### src/rtl/drd_pkg.sv
// Shared types, codes and reset constants of the delta/reuse decision block.
package drd_pkg;

  localparam int ValueW   = 32;
  localparam int ThrW     = 17;
  localparam int CountW   = 10;
  localparam int CfgIdxW  = 2;
  localparam int FracBits = 16;

  // Configuration register indexes
  localparam logic [CfgIdxW-1:0] CFG_MATCH_TOL = 2'd0;
  localparam logic [CfgIdxW-1:0] CFG_REUSE_THR = 2'd1;
  localparam logic [CfgIdxW-1:0] CFG_DELTA_THR = 2'd2;

  // Register values after reset (tolerance ~1e-4 in Q8.24, thresholds ~0.999 and ~0.90 in Q1.16)
  localparam logic [ValueW-1:0] TOL_RESET   = 32'd1678;
  localparam logic [ThrW-1:0]   REUSE_RESET = 17'd65470;
  localparam logic [ThrW-1:0]   DELTA_RESET = 17'd58982;

  typedef enum logic [1:0] {
    DEC_FULL  = 2'd0,
    DEC_DELTA = 2'd1,
    DEC_REUSE = 2'd2
  } decision_t;

  typedef struct packed {
    logic                     kind;
    logic [2:0]               layer;
    logic signed [ValueW-1:0] value;
    logic                     last;
  } elem_t;

  typedef struct packed {
    decision_t         decision;
    logic [CountW-1:0] match_count;
    logic [CountW-1:0] element_count;
  } result_t;

  // Per-beat control carried from the front end into the compare stage
  typedef struct packed {
    logic eligible;
    logic emit;
    logic known;
    logic last;
  } elem_ctl_t;

endpackage

### src/rtl/drd_decide.sv
// Ratio stage: cross-multiplied threshold tests and the result register.
module drd_decide import drd_pkg::*; #(
  parameter int IW = 10
) (
  input  logic            clk,
  input  logic            rst,
  input  logic            sum_valid,
  input  logic [IW-1:0]   sum_matches,
  input  logic [IW-1:0]   sum_count,
  input  logic            sum_known,
  input  logic [ThrW-1:0] reuse_limit,
  input  logic [ThrW-1:0] delta_limit,
  output logic            take,
  output logic            result_valid,
  input  logic            result_ready,
  output result_t         result
);

  localparam int PW = ThrW + IW;

  logic          s2_valid;
  logic          s2_known;
  logic [IW-1:0] s2_m;
  logic [IW-1:0] s2_n;
  logic [PW-1:0] s2_scaled;
  logic [PW-1:0] s2_reuse_prod;
  logic [PW-1:0] s2_delta_prod;
  logic          out_load;
  decision_t     dec;

  assign out_load = s2_valid && (!result_valid || result_ready);
  assign take     = !s2_valid || out_load;

  always_comb begin
    dec = DEC_FULL;
    if (s2_known) begin
      if (s2_scaled >= s2_reuse_prod) begin
        dec = DEC_REUSE;
      end else if (s2_scaled >= s2_delta_prod) begin
        dec = DEC_DELTA;
      end
    end
  end

  always_ff @(posedge clk) begin
    if (rst) begin
      s2_valid     <= 1'b0;
      result_valid <= 1'b0;
    end else begin
      if (sum_valid && take) begin
        s2_valid <= 1'b1;
      end else if (out_load) begin
        s2_valid <= 1'b0;
      end
      if (out_load) begin
        result_valid <= 1'b1;
      end else if (result_ready) begin
        result_valid <= 1'b0;
      end
    end
  end

  always_ff @(posedge clk) begin
    if (sum_valid && take) begin
      s2_known      <= sum_known;
      s2_m          <= sum_matches;
      s2_n          <= sum_count;
      s2_scaled     <= PW'(sum_matches) << FracBits;
      s2_reuse_prod <= PW'(reuse_limit) * PW'(sum_count);
      s2_delta_prod <= PW'(delta_limit) * PW'(sum_count);
    end
    if (out_load) begin
      result.decision      <= dec;
      result.match_count   <= CountW'(s2_m);
      result.element_count <= CountW'(s2_n);
    end
  end

  a_m_le_n: assert property (@(posedge clk) disable iff (rst)
    s2_valid |-> (s2_m <= s2_n))
    else $error("ratio stage holds more matches than elements");

  a_unknown_full: assert property (@(posedge clk) disable iff (rst)
    (out_load && !s2_known) |=> (result.decision == DEC_FULL))
    else $error("layer without a stored vector did not give FULL");

endmodule

### config.mk
export PLATFORM = sky130hd
export DESIGN_NAME = drd_decide
export DESIGN_NICKNAME = d
export VERILOG_FILES = /design/src/rtl/drd_pkg.sv /design/src/rtl/drd_decide.sv
export SDC_FILE = /design/constraint.sdc
export NUM_CORES = 1
export LEC_CHECK = 0
export BUFFER_PORTS_ARGS = -buffer_cell sky130_fd_sc_hd__buf_2
export CAP_MARGIN = 25
export CORE_MARGIN = 1
export CORE_UTILIZATION = 60
export CTS_BUF_LIST = sky130_fd_sc_hd__clkbuf_4
export CTS_CLUSTER_DIAMETER = 60
export DETAILED_ROUTE_END_ITERATION = 7
export PLACE_DENSITY = 0.79
export SYNTH_ARGS = -nofsm -noshare
export SYNTH_HDL_FRONTEND = slang
export SYNTH_SLANG_ARGS = --single-unit
### constraint.sdc
create_clock -name clk -period 18.6 [get_ports clk]
set_input_delay 2.79 -clock clk [delete_from_list [all_inputs] [get_ports clk]]
set_output_delay 2.79 -clock clk [all_outputs]
set_load 0.1 [all_outputs]
Yosys cells after proc, flatten, opt, wreduce, memory -nomap -nowiden:

Index checks and enable logic that the tools add are counted.

* add/sub/neg operators: 0
* multipliers: 2
* div/mod/pow operators: 0
* order comparisons: 2
* equal/unequal tests: 0
* shifts and indexed selects: 0
* muxes and demuxes: 6
* bitwise logic cells: 1
* reductions and logical operators: 9

Operators by type and width (count)
* greater-or-equal comparator 26 x 27 -> 1 bit: 2
* multiplier 17 x 10 -> 27 bit: 2
* two-way mux 1 bit: 5
* nonzero test 2 bit: 2
* logical AND 1 bit: 2
* zero test 1 bit: 2
* logical OR 1 bit: 2
* two-way mux 2 bit: 1
* OR reduction 2 bit: 1
* NOT 1 bit: 1

* flip-flop bits (word level): 99
* latch bits: 0
* bits in writable memories: 0
* bits in read-only memories: 0
* bits of input ports: 59
* output and inout bits: 24
* memories kept: 0

Longest topological paths before layout:

* depth after elaboration: 6
* gate-level depth with buffers: 22
* gate-level depth less buffers: 19

Worst setup path before layout:

OpenSTA, ideal clock, no wires.

* path kind: input-to-reg
* from: input port sum_count[3]
* to: register s2_reuse_prod[25], data pin
* data arrival time: 7.555 ns
* required time: 18.342 ns
* setup slack: 10.787 ns
* stages: 20
* cell sequence: clkbuf_1 > clkbuf_1 > nand2_1 > fa_1 > inv_1 > fa_1 > inv_1 > fa_1 > inv_1 > fa_1 > inv_1 > fa_1 > inv_1 > ha_1 > a2111o_1 > o22a_1 > a31oi_1 > o221ai_1 > a31oi_1 > xnor2_1

* longest elaborated chain between the ends: 1

RTL lines
* start: declaration: line drd_decide.sv:9 `input logic [IW-1:0] sum_count,`
* multiplier 17 x 10 -> 27 bit: line drd_decide.sv:69 `s2_reuse_prod <= PW'(reuse_limit) * PW'(sum_count);`
* end signal: assignment: line drd_decide.sv:69
* end: declaration: line drd_decide.sv:26 `logic [PW-1:0] s2_reuse_prod;`

Every way passes these cells.
A chain may end at the register's enable or synchronous reset.

Worst setup path after layout:

* from: input port sum_count[1]
* to: register s2_reuse_prod[25], data pin

Same word-level chain as after synthesis.

==> metrics.yaml <==
status: "complete, no violations"
cts_resized: 0
final_common_cell: "inv_1"
avgRoutedWirePerCell_um: 16.6
nFillCells: 1949
cp.arrival_ns: 8.15
tritoncts: "done"
cts_root_buf: "clkbuf_4"
clk_pin_slew_ns: 0.17
grt_pass1_vias: 10558
final_cell_mix: "inv_1 (298), fa_1 (236), nand2_1 (206), and2_1 (165), ha_1 (144)"
die_w_um: 158
p_switching_mw: 1.26
slew_headroom_pct: 33.2
netlist_area_mm2: 0.0146
grt-ovfl-total: 0
min_period_ns: 7.87
grt_pass1_wl_um: 52200
via_count: 10410
ys_ff_latch: 99
ctsHoldBuffers: 0
hold_viol_final: 0
drtIter0Drc: 619
dieArea_mm2: 0.0250
rsz0062_at_grt: "false"
core-area_mm2: 0.0237
power_per_cell_area_mw_per_mm2: 162
pwr-share-clk_pct: 4.5
finalSetupViolations: 0
max-cap-violations: 0
r2r_cells: 8
dp.final_hpwl_um: 24200
area_growth_pct: 4.86
multi_input_area_mm2: 0.0103
fin_crit_sh_pct: 42.3
end_kind: "flop"
clockBufferDepth: 2
ir_drop_v: 0.000124
combPwrFrac_pct: 78.6
synth_edf_count: 97
timing.final.ws_setup_ns: 10.73
power_frac_seq_pct: 16.8
tns_ns: 0
criticalPathCategory: "input port to flop"
track_usage_pct: 26.8
drc_errors: 0
ys_async_sr_fraction_pct: 0
place.gp.congestion: 0.896
numCtsBuffers: 9
drtPass1Iterations: 5
port_buffers: 82
crit_path_max_fanout: 35
cts_setup_buffers: 0
swShare_pct: 50.9
seqCellArea_mm2: 0.00295
ys.flop_type: "edfxtp_1"
netlist.top_cell.by_area: "fa_1"
fin_nets: 1976
synth_nets: 1950
drive_gt1_share_pct: 7.00
wirelength_um: 30800
insertion_delay_ns: 0.49
ys.warnings.count: 0
worstMarginPinSlew_ns: 0.997
synth_top_area_share_pct: 32.3
ant_nets: 0
fmax_ghz: 0.127
leakagePower_nw: 7.67
pin_count: 83
hold_depth: 0
slew_viol_final: 0
grt_max_degree: 76
start_kind: "input port"
p_int_mw: 1.22
ys_types: 56
die_h_um: 158
required_ns: 18.88
clock-skew-final_ns: 0.0196
initial_core_util_pct: 61.7
syn_avg_cell_area_um2: 9.67
seq_area_frac_synth_pct: 20.2
yosys-top-cells-area: "fa_1 (32%), edfxtp_1 (20%), ha_1 (12%), inv_1 (7.7%), and2_1 (7.1%)"
antenna_found_initial: 1
avgViaCountPerCell: 5.59
syn_inst: 1511
htreeDepth: 3
dp_slack_ns: 10.24
rows: 56
worstHoldPathType: "flop to flop"
cts.sinks: 99
==> critical path, stage by stage <==
cell and delay (ns):
buf_2 0.56, nand2_1 0.17, fa_1 0.56, inv_1 0.05
fa_1 0.49, inv_1 0.05, fa_1 0.52, inv_1 0.05
fa_1 0.47, inv_1 0.05, fa_1 0.47, inv_1 0.05
ha_1 0.36, a2111o_1 0.39, o22a_1 0.25, a31oi_1 0.38
o221ai_1 0.16, a31oi_1 0.21, xnor2_1 0.08
==> layer usage <==
layer	up-vias	GRT usage (%)	wire length (um)
li1	4794	-	-
met1	5222	39.7	14100
met2	370	42.9	14300
met3	24	2.66	1960
met4	0	5.77	458
met5	-	0	0
==> cells in the mapped netlist (all sizes together), types with 8 or more instances <==
cell,number
nand2,206
xnor2,31
nor2,34
inv,298
nor3,8
a21oi,53
fa,236
a21o,16
o21ai,25
clkbuf,62
ha,144
o21bai,8
and2,166
edfxtp,97
o21a,12
nand3,8
xor2,14
a211oi,8
==> stage by stage <==
step	instance area, um2	hold slack [ns]	cells	power, mW	util (%)
detailed placement	15200	0.405	1845	2.35	64.1
floorplan	14600	0.400	1511	1.93	-
finish	15300	0.423	1862	2.48	64.7
global placement	15200	0.401	1845	2.30	64.1
global route	15300	0.436	1862	2.75	64.7
CTS	15300	0.429	1861	2.48	64.7
==> path summary, 6_finish.rpt <==
path	from	to	slack, ns
setup reg to reg	s2_m[2]	result[20]	16.20
setup / recovery	sum_count[1]	s2_reuse_prod[25]	10.73
hold reg to reg	s2_n[8]	result[8]	0.42
hold / removal	s2_n[8]	result[8]	0.42
==> state kept, by name, indices dropped and copies added (netlist names) <==
signal	flops
s2_delta_prod	27
s2_reuse_prod	27
result	22
s2_m	10
s2_n	10
result_valid	1
s2_known	1
s2_valid	1
==> cells by family after synthesis <==
group,Yosys count,synth area share (%)
xor+xnor,45,2.70
compound gates,167,7.77
fa+ha+maj,380,44.7
buf+inv,365,9.39
simple gates,455,15.3
flops,99,20.2
==> final cells by class <==
class | instances | share of cell area (%)
multi-input combinational | 1047 | 67.2
sequential | 99 | 19.3
inverter | 298 | 7.30
timing repair buffer | 82 | 2.68
tap | 319 | 2.60
clock inverter | 7 | 0.523
clock buffer | 9 | 0.441
antenna | 1 | 0.0163
==> power groups by stage <==
| stage | clock network [mW] | registers [mW] | logic (mW) |
|---|---|---|---|
| final | 0.112 | 0.417 | 1.95 |
| after floorplan | 0 | 0.432 | 1.50 |
| after global placement | 0 | 0.421 | 1.88 |
| after global routing | 0.122 | 0.422 | 2.20 |
| after detailed placement | 0 | 0.423 | 1.93 |
| after CTS | 0.114 | 0.418 | 1.94 |
(Power assumes the default switching activity.)
