[src/rtl/drd_pkg.sv]
// Shared types, codes and reset constants of the delta/reuse decision block.
package drd_pkg;

  localparam int ValueW   = 32;
  localparam int ThrW     = 17;
  localparam int CountW   = 10;
  localparam int CfgIdxW  = 2;
  localparam int FracBits = 16;

  // Configuration register indexes
  localparam logic [CfgIdxW-1:0] CFG_MATCH_TOL = 2'd0;
  localparam logic [CfgIdxW-1:0] CFG_REUSE_THR = 2'd1;
  localparam logic [CfgIdxW-1:0] CFG_DELTA_THR = 2'd2;

  // Register values after reset (tolerance ~1e-4 in Q8.24, thresholds ~0.999 and ~0.90 in Q1.16)
  localparam logic [ValueW-1:0] TOL_RESET   = 32'd1678;
  localparam logic [ThrW-1:0]   REUSE_RESET = 17'd65470;
  localparam logic [ThrW-1:0]   DELTA_RESET = 17'd58982;

  typedef enum logic [1:0] {
    DEC_FULL  = 2'd0,
    DEC_DELTA = 2'd1,
    DEC_REUSE = 2'd2
  } decision_t;

  typedef struct packed {
    logic                     kind;
    logic [2:0]               layer;
    logic signed [ValueW-1:0] value;
    logic                     last;
  } elem_t;

  typedef struct packed {
    decision_t         decision;
    logic [CountW-1:0] match_count;
    logic [CountW-1:0] element_count;
  } result_t;

  // Per-beat control carried from the front end into the compare stage
  typedef struct packed {
    logic eligible;
    logic emit;
    logic known;
    logic last;
  } elem_ctl_t;

endpackage

[src/rtl/drd_match.sv]
// Compare stage: tolerance check against the stored element and run match count.
module drd_match import drd_pkg::*; #(
  parameter int IW = 10
) (
  input  logic              clk,
  input  logic              rst,
  input  logic              load,
  input  elem_ctl_t         ld_ctl,
  input  logic [ValueW-1:0] ld_value,
  input  logic [IW-1:0]     ld_count,
  input  logic [ValueW-1:0] ref_value,
  input  logic [ValueW-1:0] tolerance,
  input  logic              take,
  output logic              free,
  output logic              sum_valid,
  output logic [IW-1:0]     sum_matches,
  output logic [IW-1:0]     sum_count,
  output logic              sum_known
);

  logic              s1_valid;
  elem_ctl_t         s1_ctl;
  logic [ValueW-1:0] s1_value;
  logic [IW-1:0]     s1_count;
  logic [IW-1:0]     acc;

  logic              go;
  logic signed [ValueW:0] diff;
  logic [ValueW:0]   mag;
  logic              hit;
  logic [IW-1:0]     hit_total;

  // A non-reporting beat leaves at once; a reporting one waits for the ratio stage
  assign go   = s1_valid && (!s1_ctl.emit || take);
  assign free = !s1_valid || go;

  assign diff = $signed({s1_value[ValueW-1], s1_value})
              - $signed({ref_value[ValueW-1], ref_value});
  assign mag  = diff[ValueW] ? $unsigned(-diff) : $unsigned(diff);
  assign hit  = s1_ctl.eligible && (mag <= {1'b0, tolerance});
  assign hit_total = acc + IW'(hit);

  assign sum_valid   = s1_valid && s1_ctl.emit;
  assign sum_matches = hit_total;
  assign sum_count   = s1_count;
  assign sum_known   = s1_ctl.known;

  always_ff @(posedge clk) begin
    if (rst) begin
      s1_valid <= 1'b0;
      acc      <= '0;
    end else begin
      if (load) begin
        s1_valid <= 1'b1;
      end else if (go) begin
        s1_valid <= 1'b0;
      end
      if (go) begin
        acc <= s1_ctl.last ? '0 : hit_total;
      end
    end
  end

  always_ff @(posedge clk) begin
    if (load) begin
      s1_ctl   <= ld_ctl;
      s1_value <= ld_value;
      s1_count <= ld_count;
    end
  end

  // Matches can never outrun the elements counted in the same run
  a_acc_bounded: assert property (@(posedge clk) disable iff (rst)
    (s1_valid && s1_ctl.emit) |-> (hit_total <= s1_count))
    else $error("match count exceeds element count");

endmodule

[config.mk]
export PLATFORM = sky130hd
export DESIGN_NAME = drd_match
export DESIGN_NICKNAME = d
export VERILOG_FILES = /design/src/rtl/drd_pkg.sv /design/src/rtl/drd_match.sv
export SDC_FILE = /design/constraint.sdc
export NUM_CORES = 1
export LEC_CHECK = 0
export ABC_AREA = 1
export BUFFER_PORTS_ARGS = -buffer_cell sky130_fd_sc_hd__buf_2
export CORE_UTILIZATION = 61
export CTS_CLUSTER_SIZE = 14
export DETAILED_ROUTE_END_ITERATION = 10
export PLACE_DENSITY = 0.93
export SYNTH_ARGS = -nofsm -noshare
export SYNTH_HDL_FRONTEND = slang
export SYNTH_SLANG_ARGS = --single-unit
[constraint.sdc]
create_clock -name clk -period 7.1 [get_ports clk]
set_input_delay 0 -clock clk [delete_from_list [all_inputs] [get_ports clk]]
set_output_delay 0 -clock clk [all_outputs]
set_load 0.03 [all_outputs]
# Word level (Yosys, flattened, before mapping)
# Cells that the tools add are included.
dict set report totals {
  latchBits 0
  mem_count 0
  in_bits 114
  elab_cells 24
  output_inout_bits 23
  ff_bits 57
  rom_bits 0
  ram_bits 0
}
dict set report classes {
  n_eq_ne 0
  bitwise_logic 0
  shifts 0
  add_sub_neg 3
  n_reduce_logical 8
  n_lt_le_gt_ge 1
  mul 0
  div_mod_pow 0
  muxes 4
}
# op n
set op_table {}
lappend op_table {{33-bit by 32-bit less-or-equal comparator with 1-bit output} 1}
lappend op_table {{33-bit two-way mux} 1}
lappend op_table {{33-bit negator} 1}
lappend op_table {{32-bit by 32-bit subtractor with 33-bit output} 1}
lappend op_table {{10-bit by 1-bit adder with 10-bit output} 1}
lappend op_table {{10-bit two-way mux} 1}
lappend op_table {{1-bit logical AND} 3}
lappend op_table {{1-bit logical NOT} 2}
lappend op_table {{1-bit logical OR} 2}
lappend op_table {{1-bit two-way mux} 2}
lappend op_table {{2-bit nonzero test} 1}

# Logic depth before layout (Yosys ltp)
dict set report logic_depth {
  word_depth 7
  ltp_mapped 47
  ltp_nobuf 46
}

# Least setup slack after synthesis
# Ideal clock, no wire load.
dict set report synth_path {
  kind {register to register}
  from {reg s1_value[0]}
  to {reg acc[8]}
  path_stages_with_launch 48
  t_required_ps 7030
  arrival_time_ps 5077
  setup_time_ps 70
  path_slack_ps 1952
  n_path_buf 1
  period_less_slack_ps 5148
  path_cell_list {edfxtp_1 > inv_1 > ha_1 > fa_1 > inv_1 > nand2_1 > nand2_2 > nand3_1 > nand2_2 > nand2_1 > nand2_1 > nand2_1 > nand2_1 > nand2_1 > nand2_2 > inv_2 > buf_2 > a21oi_2 > [12 not listed] > nand2_1 > nand2_1 > nand2_1 > nand2_1 > nand2_1 > nand2_1 > nand2_1 > nand2_1 > nand2_1 > inv_1 > ha_1 > ha_1 > nand3_1 > nor3_1 > nand3_1 > xnor2_1 > nand2_1 > a21oi_1}
}
dict set report synth_via {
  elab_chain_cells 7
}
# element line_no
set synth_rtl {}
lappend synth_rtl {{from (decl)} drd_match.sv:23} ;# logic [ValueW-1:0] s1_value;
lappend synth_rtl {{from (signal assigned)} drd_match.sv:67} ;# s1_value <= ld_value;
lappend synth_rtl {{32-bit by 32-bit subtractor with 33-bit output (*)} drd_match.sv:38} ;# - $signed({ref_value[ValueW-1], ref_value});
lappend synth_rtl {{33-bit negator} drd_match.sv:39} ;# assign mag = diff[ValueW] ? $unsigned(-diff) : $unsigned(diff);
lappend synth_rtl {{33-bit two-way mux (*)} drd_match.sv:39}
lappend synth_rtl {{33-bit by 32-bit less-or-equal comparator with 1-bit output (*)} drd_match.sv:40} ;# assign hit = s1_ctl.eligible && (mag <= {1'b0, tolerance});
lappend synth_rtl {{1-bit logical AND (*)} drd_match.sv:40}
lappend synth_rtl {{10-bit by 1-bit adder with 10-bit output (*)} drd_match.sv:41} ;# assign hit_total = acc + IW'(hit);
lappend synth_rtl {{via sum_matches[8]} drd_match.sv:16} ;# output logic [IW-1:0] sum_matches,
lappend synth_rtl {{10-bit two-way mux (*)} drd_match.sv:59} ;# acc <= s1_ctl.last ? '0 : hit_total;
lappend synth_rtl {{to (signal assigned)} drd_match.sv:59}
lappend synth_rtl {{to (decl)} drd_match.sv:25} ;# logic [IW-1:0] acc;
# The timed path passes the listed nets; every way through them passes the cells marked *.
# A chain may end at the register's enable or synchronous reset.

# Worst setup path in the final report
dict set report layout_path {
  from {reg s1_value[0]}
  to {out sum_matches[8]}
}
dict set report layout_via {
  elab_chain_cells 6
}
# element line_no
set layout_rtl {}
lappend layout_rtl {{32-bit by 32-bit subtractor with 33-bit output (*)} drd_match.sv:38}
lappend layout_rtl {{33-bit negator} drd_match.sv:39}
lappend layout_rtl {{33-bit two-way mux (*)} drd_match.sv:39}
lappend layout_rtl {{33-bit by 32-bit less-or-equal comparator with 1-bit output (*)} drd_match.sv:40}
lappend layout_rtl {{1-bit logical AND (*)} drd_match.sv:40}
lappend layout_rtl {{10-bit by 1-bit adder with 10-bit output (*)} drd_match.sv:41}
lappend layout_rtl {{to (decl)} drd_match.sv:16}
# Every way passes the cells marked *; elsewhere a longest branch is shown, timed or not.

==> metrics <==
part of the Yosys area used for sequential elements=24.3%; net count of the mapped netlist=1247; via count of the first global-routing pass=roughly 7300; met3 global-route usage=8.09%; Critical Path End Type=output port; clock sinks=57; WP data arrival=approximately 6.2 ns; number of placement rows=37; Filler Cell Count=744; f_max=0.161 GHz; routed length per instance=14.9 µm; synthesized flop and latch total=57; most used routing layer=met2; Min Clock Period, post-route=a little over 6 ns; source-to-sink clock delay at the later pin of the worst-skew pair=0.37 ns; LEAKAGE=4.70 nW; area of the core=around 0.010 mm²; Port Buf Inserts=around 140; most instantiated flip-flop cell in the synthesis netlist=sky130_fd_sc_hd__edfxtp_1; FFs w/ async S/R, synth=0%; number of instances in the synthesized netlist=approximately 1100; total power density per cell area=191 mW/mm²; detailed router's first-iteration violation count=827; combinational family with the most area after synthesis=simple AND/OR/NAND/NOR gates; Clock Skew=0.0193 ns; Post-Route WL=20700 µm; Fin Hold WS=0.338 ns; area growth from synthesis to layout=22.9%; maximum level of the CTS H-tree=3; share of the clock period used by the worst path after layout=87.7%; total count of max-transition violations in the final report=0; total global routing overflow=0; Via density=about 5.5; total routing resource utilization after global routing=37.7%; die area=0.0112 mm²; number of synthesized flops with an enable pin=46; final weighted congestion of routability-driven global placement=0.938; unrepaired setup endpoints after global routing=no; Post-Syn Area=approximately 0.0066 mm²; Detail Route Antenna Nets=0; adder and majority gate portion of the synthesized area=13.0%; clock buffers created by TritonCTS=9; run status=finished, final reports clean; iteration count of the initial detailed-routing pass=7; Worst-Margin Slew=1.30 ns; starting density of the core=about 63%; Critical Path Most Common Cell=sky130_fd_sc_hd__nand2_1; clock-pin slew on the worst setup and hold paths=0.08 ns; ratio of cells with drive above 1 in the final layout=15.7%; total via count in the routed design=7718; library cells used by synthesis=39; final net count=1437; DPL Wire Length=12900 µm; worst rel slew slack=12.1%; met1 Usage GRT=42.7%; worst min-delay path category=in -> reg; Root Buffer Master=sky130_fd_sc_hd__clkbuf_8; simple-gate area share of the yosys netlist=38.4%; slowest cell on the critical path=sky130_fd_sc_hd__fa_1; CP required=7.10 ns; number of diodes added for antenna fixing=0; Synth warnings=0; maximum number of pins on one net before global-route repair=between 40 and 50; final setup vio count=0; drt drc=0; peak per-stage delay on the critical path=0.38 ns; global-route wire length before repair=33300 µm; Die Span Y=106 µm; count of maximum capacitance violations=0; number of antenna violations at the first check in global routing=0; mux contribution to synthesized area=0%; Total Neg Setup Slack=0 ns; Cell Count, Final, Fillers Out=1396; compound-gate portion of the synthesized area=5.54%; Top-Level Pins=137; GR met2 Demand/Resource=66.2%; post-synthesis share of cell area spent on xor and xnor gates=4.36%; Die X-Extent=106 µm; IR Drop Worst-Case VDD=0.259 mV; sort of element at the start of the critical path=flop; clock tree buffer depth=2; Placed Cells=1332; path type of the worst setup path=reg -> out; mean cell area of the mapped netlist=6.19 µm²; maximum fanout encountered on the critical timing path=23; Hold Violations, Final=0; TritonCTS clock tree=yes
## layout by cell type, fill, tap and decap left out, types with 2 or more instances in the layout
cell                              n
sky130_fd_sc_hd__inv_2           14
sky130_fd_sc_hd__nor2_1          73
sky130_fd_sc_hd__clkbuf_8         9
sky130_fd_sc_hd__ha_1            67
sky130_fd_sc_hd__nand3_1         59
sky130_fd_sc_hd__xor2_1          20
sky130_fd_sc_hd__dlygate4sd3_1   48
sky130_fd_sc_hd__inv_1          230
sky130_fd_sc_hd__clkinv_1         3
sky130_fd_sc_hd__nand4_1         18
sky130_fd_sc_hd__o21ai_1          2
sky130_fd_sc_hd__nor3_2           2
sky130_fd_sc_hd__nand3b_1         8
sky130_fd_sc_hd__and2_1           4
sky130_fd_sc_hd__bufinv_16        2
sky130_fd_sc_hd__nand2_2         10
sky130_fd_sc_hd__nand2_1        384
sky130_fd_sc_hd__edfxtp_1        46
sky130_fd_sc_hd__o21ai_0         10
sky130_fd_sc_hd__nor3_1          13
sky130_fd_sc_hd__xnor2_1         11
sky130_fd_sc_hd__buf_2          136
sky130_fd_sc_hd__nor2_4           2
sky130_fd_sc_hd__nand3_2          5
sky130_fd_sc_hd__a21o_1           2
sky130_fd_sc_hd__nor2_2          10
sky130_fd_sc_hd__o21a_1           2
sky130_fd_sc_hd__o21bai_1         3
sky130_fd_sc_hd__dfxtp_1         11
sky130_fd_sc_hd__a21oi_1         44
## critical path, delay by kind of cell (launching register included)
family | cells | cell delay [ns]
AND/OR/NAND/NOR | 31 | 2.89
adder cells (fa/ha/maj) | 5 | 1.33
buffers and inverters | 6 | 0.75
XOR/XNOR | 2 | 0.39
flip-flops | 1 | 0.33
AO/OA/AOI/OAI | 1 | 0.15
## metal layers
metal	part of all wire, %	vias up
met3	12	143
met4	6.1	0
li1	-	3666
met1	36	3305
met5	0	-
met2	46	604
## flip-flops by register name (all words and copies together), names as in the netlist
signal,flops
s1_ctl,3
s1_value,32
sum_known,1
acc,10
s1_valid,1
sum_count,10
## power by group
| group | internal [mW] | switching [mW] |
|---|---|---|
| Sequential | 0.386 | 0.00950 |
| Clock | 0.194 | 0.149 |
| Combinational | 0.295 | 0.517 |
| Total | 0.875 | 0.675 |
## what timing repair did
action	CTS	global route
hold buffers	48	0
setup buffers	0	0
resized for setup	0	0
hold endpoints to repair	57	0
## cell type report
| type | instances | area, µm² | area share [%] |
|---|---|---|---|
| Tap cell | 136 | 170 | 2.10 |
| Clock inverter | 7 | 85.1 | 1.05 |
| Inverter | 244 | 916 | 11.3 |
| Clock buffer | 9 | 124 | 1.53 |
| Sequential cell | 57 | 1600 | 19.8 |
| Multi-Input combinational cell | 759 | 4050 | 49.9 |
| Timing Repair Buffer | 184 | 1160 | 14.3 |
## metrics by stage
stage / setup WS, ns / power, mW / instance area, µm² / utilization (%)
floorplan: 1.95 / 0.979 / 6600 / -
global placement: 1.77 / 1.13 / 7410 / 71.2
detailed placement: 1.59 / 1.15 / 7410 / 71.2
CTS: 1.21 / 1.50 / 8100 / 77.8
global route: 0.435 / 1.66 / 8100 / 77.8
finish: 0.874 / 1.55 / 8100 / 77.8
## path summary, 6_finish.rpt
check	start	depth (start not counted)	endpoint	slack, ns
worst min register to register	acc[4]	2	acc[4]	0.51
worst max-delay path	s1_value[0]	45	sum_matches[8]	0.87
worst max register to register	s1_value[0]	46	acc[8]	1.18
worst min-delay path	ld_value[29]	2	s1_value[29]	0.34
## cells by family after synthesis
| kind of cell | count (synthesis) |
|---|---|
| buffers and inverters | 249 |
| AND/OR/NAND/NOR | 592 |
| AO/OA/AOI/OAI | 67 |
| adder cells (fa/ha/maj) | 68 |
| XOR/XNOR | 32 |
| flip-flops | 57 |
## cells in the mapped netlist, types with 2 or more instances
cell	number	area share, %
sky130_fd_sc_hd__xor2_1	20	2.7
sky130_fd_sc_hd__nor3_2	2	0.30
sky130_fd_sc_hd__o21ai_1	2	0.15
sky130_fd_sc_hd__nor3_1	13	0.99
sky130_fd_sc_hd__nor2_2	10	0.95
sky130_fd_sc_hd__nor2_1	73	4.2
sky130_fd_sc_hd__nand3_1	59	4.5
sky130_fd_sc_hd__o21a_1	2	0.23
sky130_fd_sc_hd__clkbuf_1	2	0.11
sky130_fd_sc_hd__a21o_1	2	0.23
sky130_fd_sc_hd__o21bai_1	3	0.34
sky130_fd_sc_hd__o21ai_0	10	0.76
sky130_fd_sc_hd__inv_1	230	13
sky130_fd_sc_hd__dfxtp_1	11	3.3
sky130_fd_sc_hd__a21oi_1	44	3.3
sky130_fd_sc_hd__nand3b_1	8	0.91
sky130_fd_sc_hd__nand2_1	384	22
sky130_fd_sc_hd__xnor2_1	11	1.5
sky130_fd_sc_hd__nand4_1	18	1.7
sky130_fd_sc_hd__nand3_2	5	0.76
sky130_fd_sc_hd__and2_1	4	0.38
sky130_fd_sc_hd__ha_1	67	13
sky130_fd_sc_hd__inv_2	14	0.80
sky130_fd_sc_hd__nor2_4	2	0.34
sky130_fd_sc_hd__edfxtp_1	46	21
sky130_fd_sc_hd__nand2_2	10	0.95
Power figures use the tool's default switching activity.
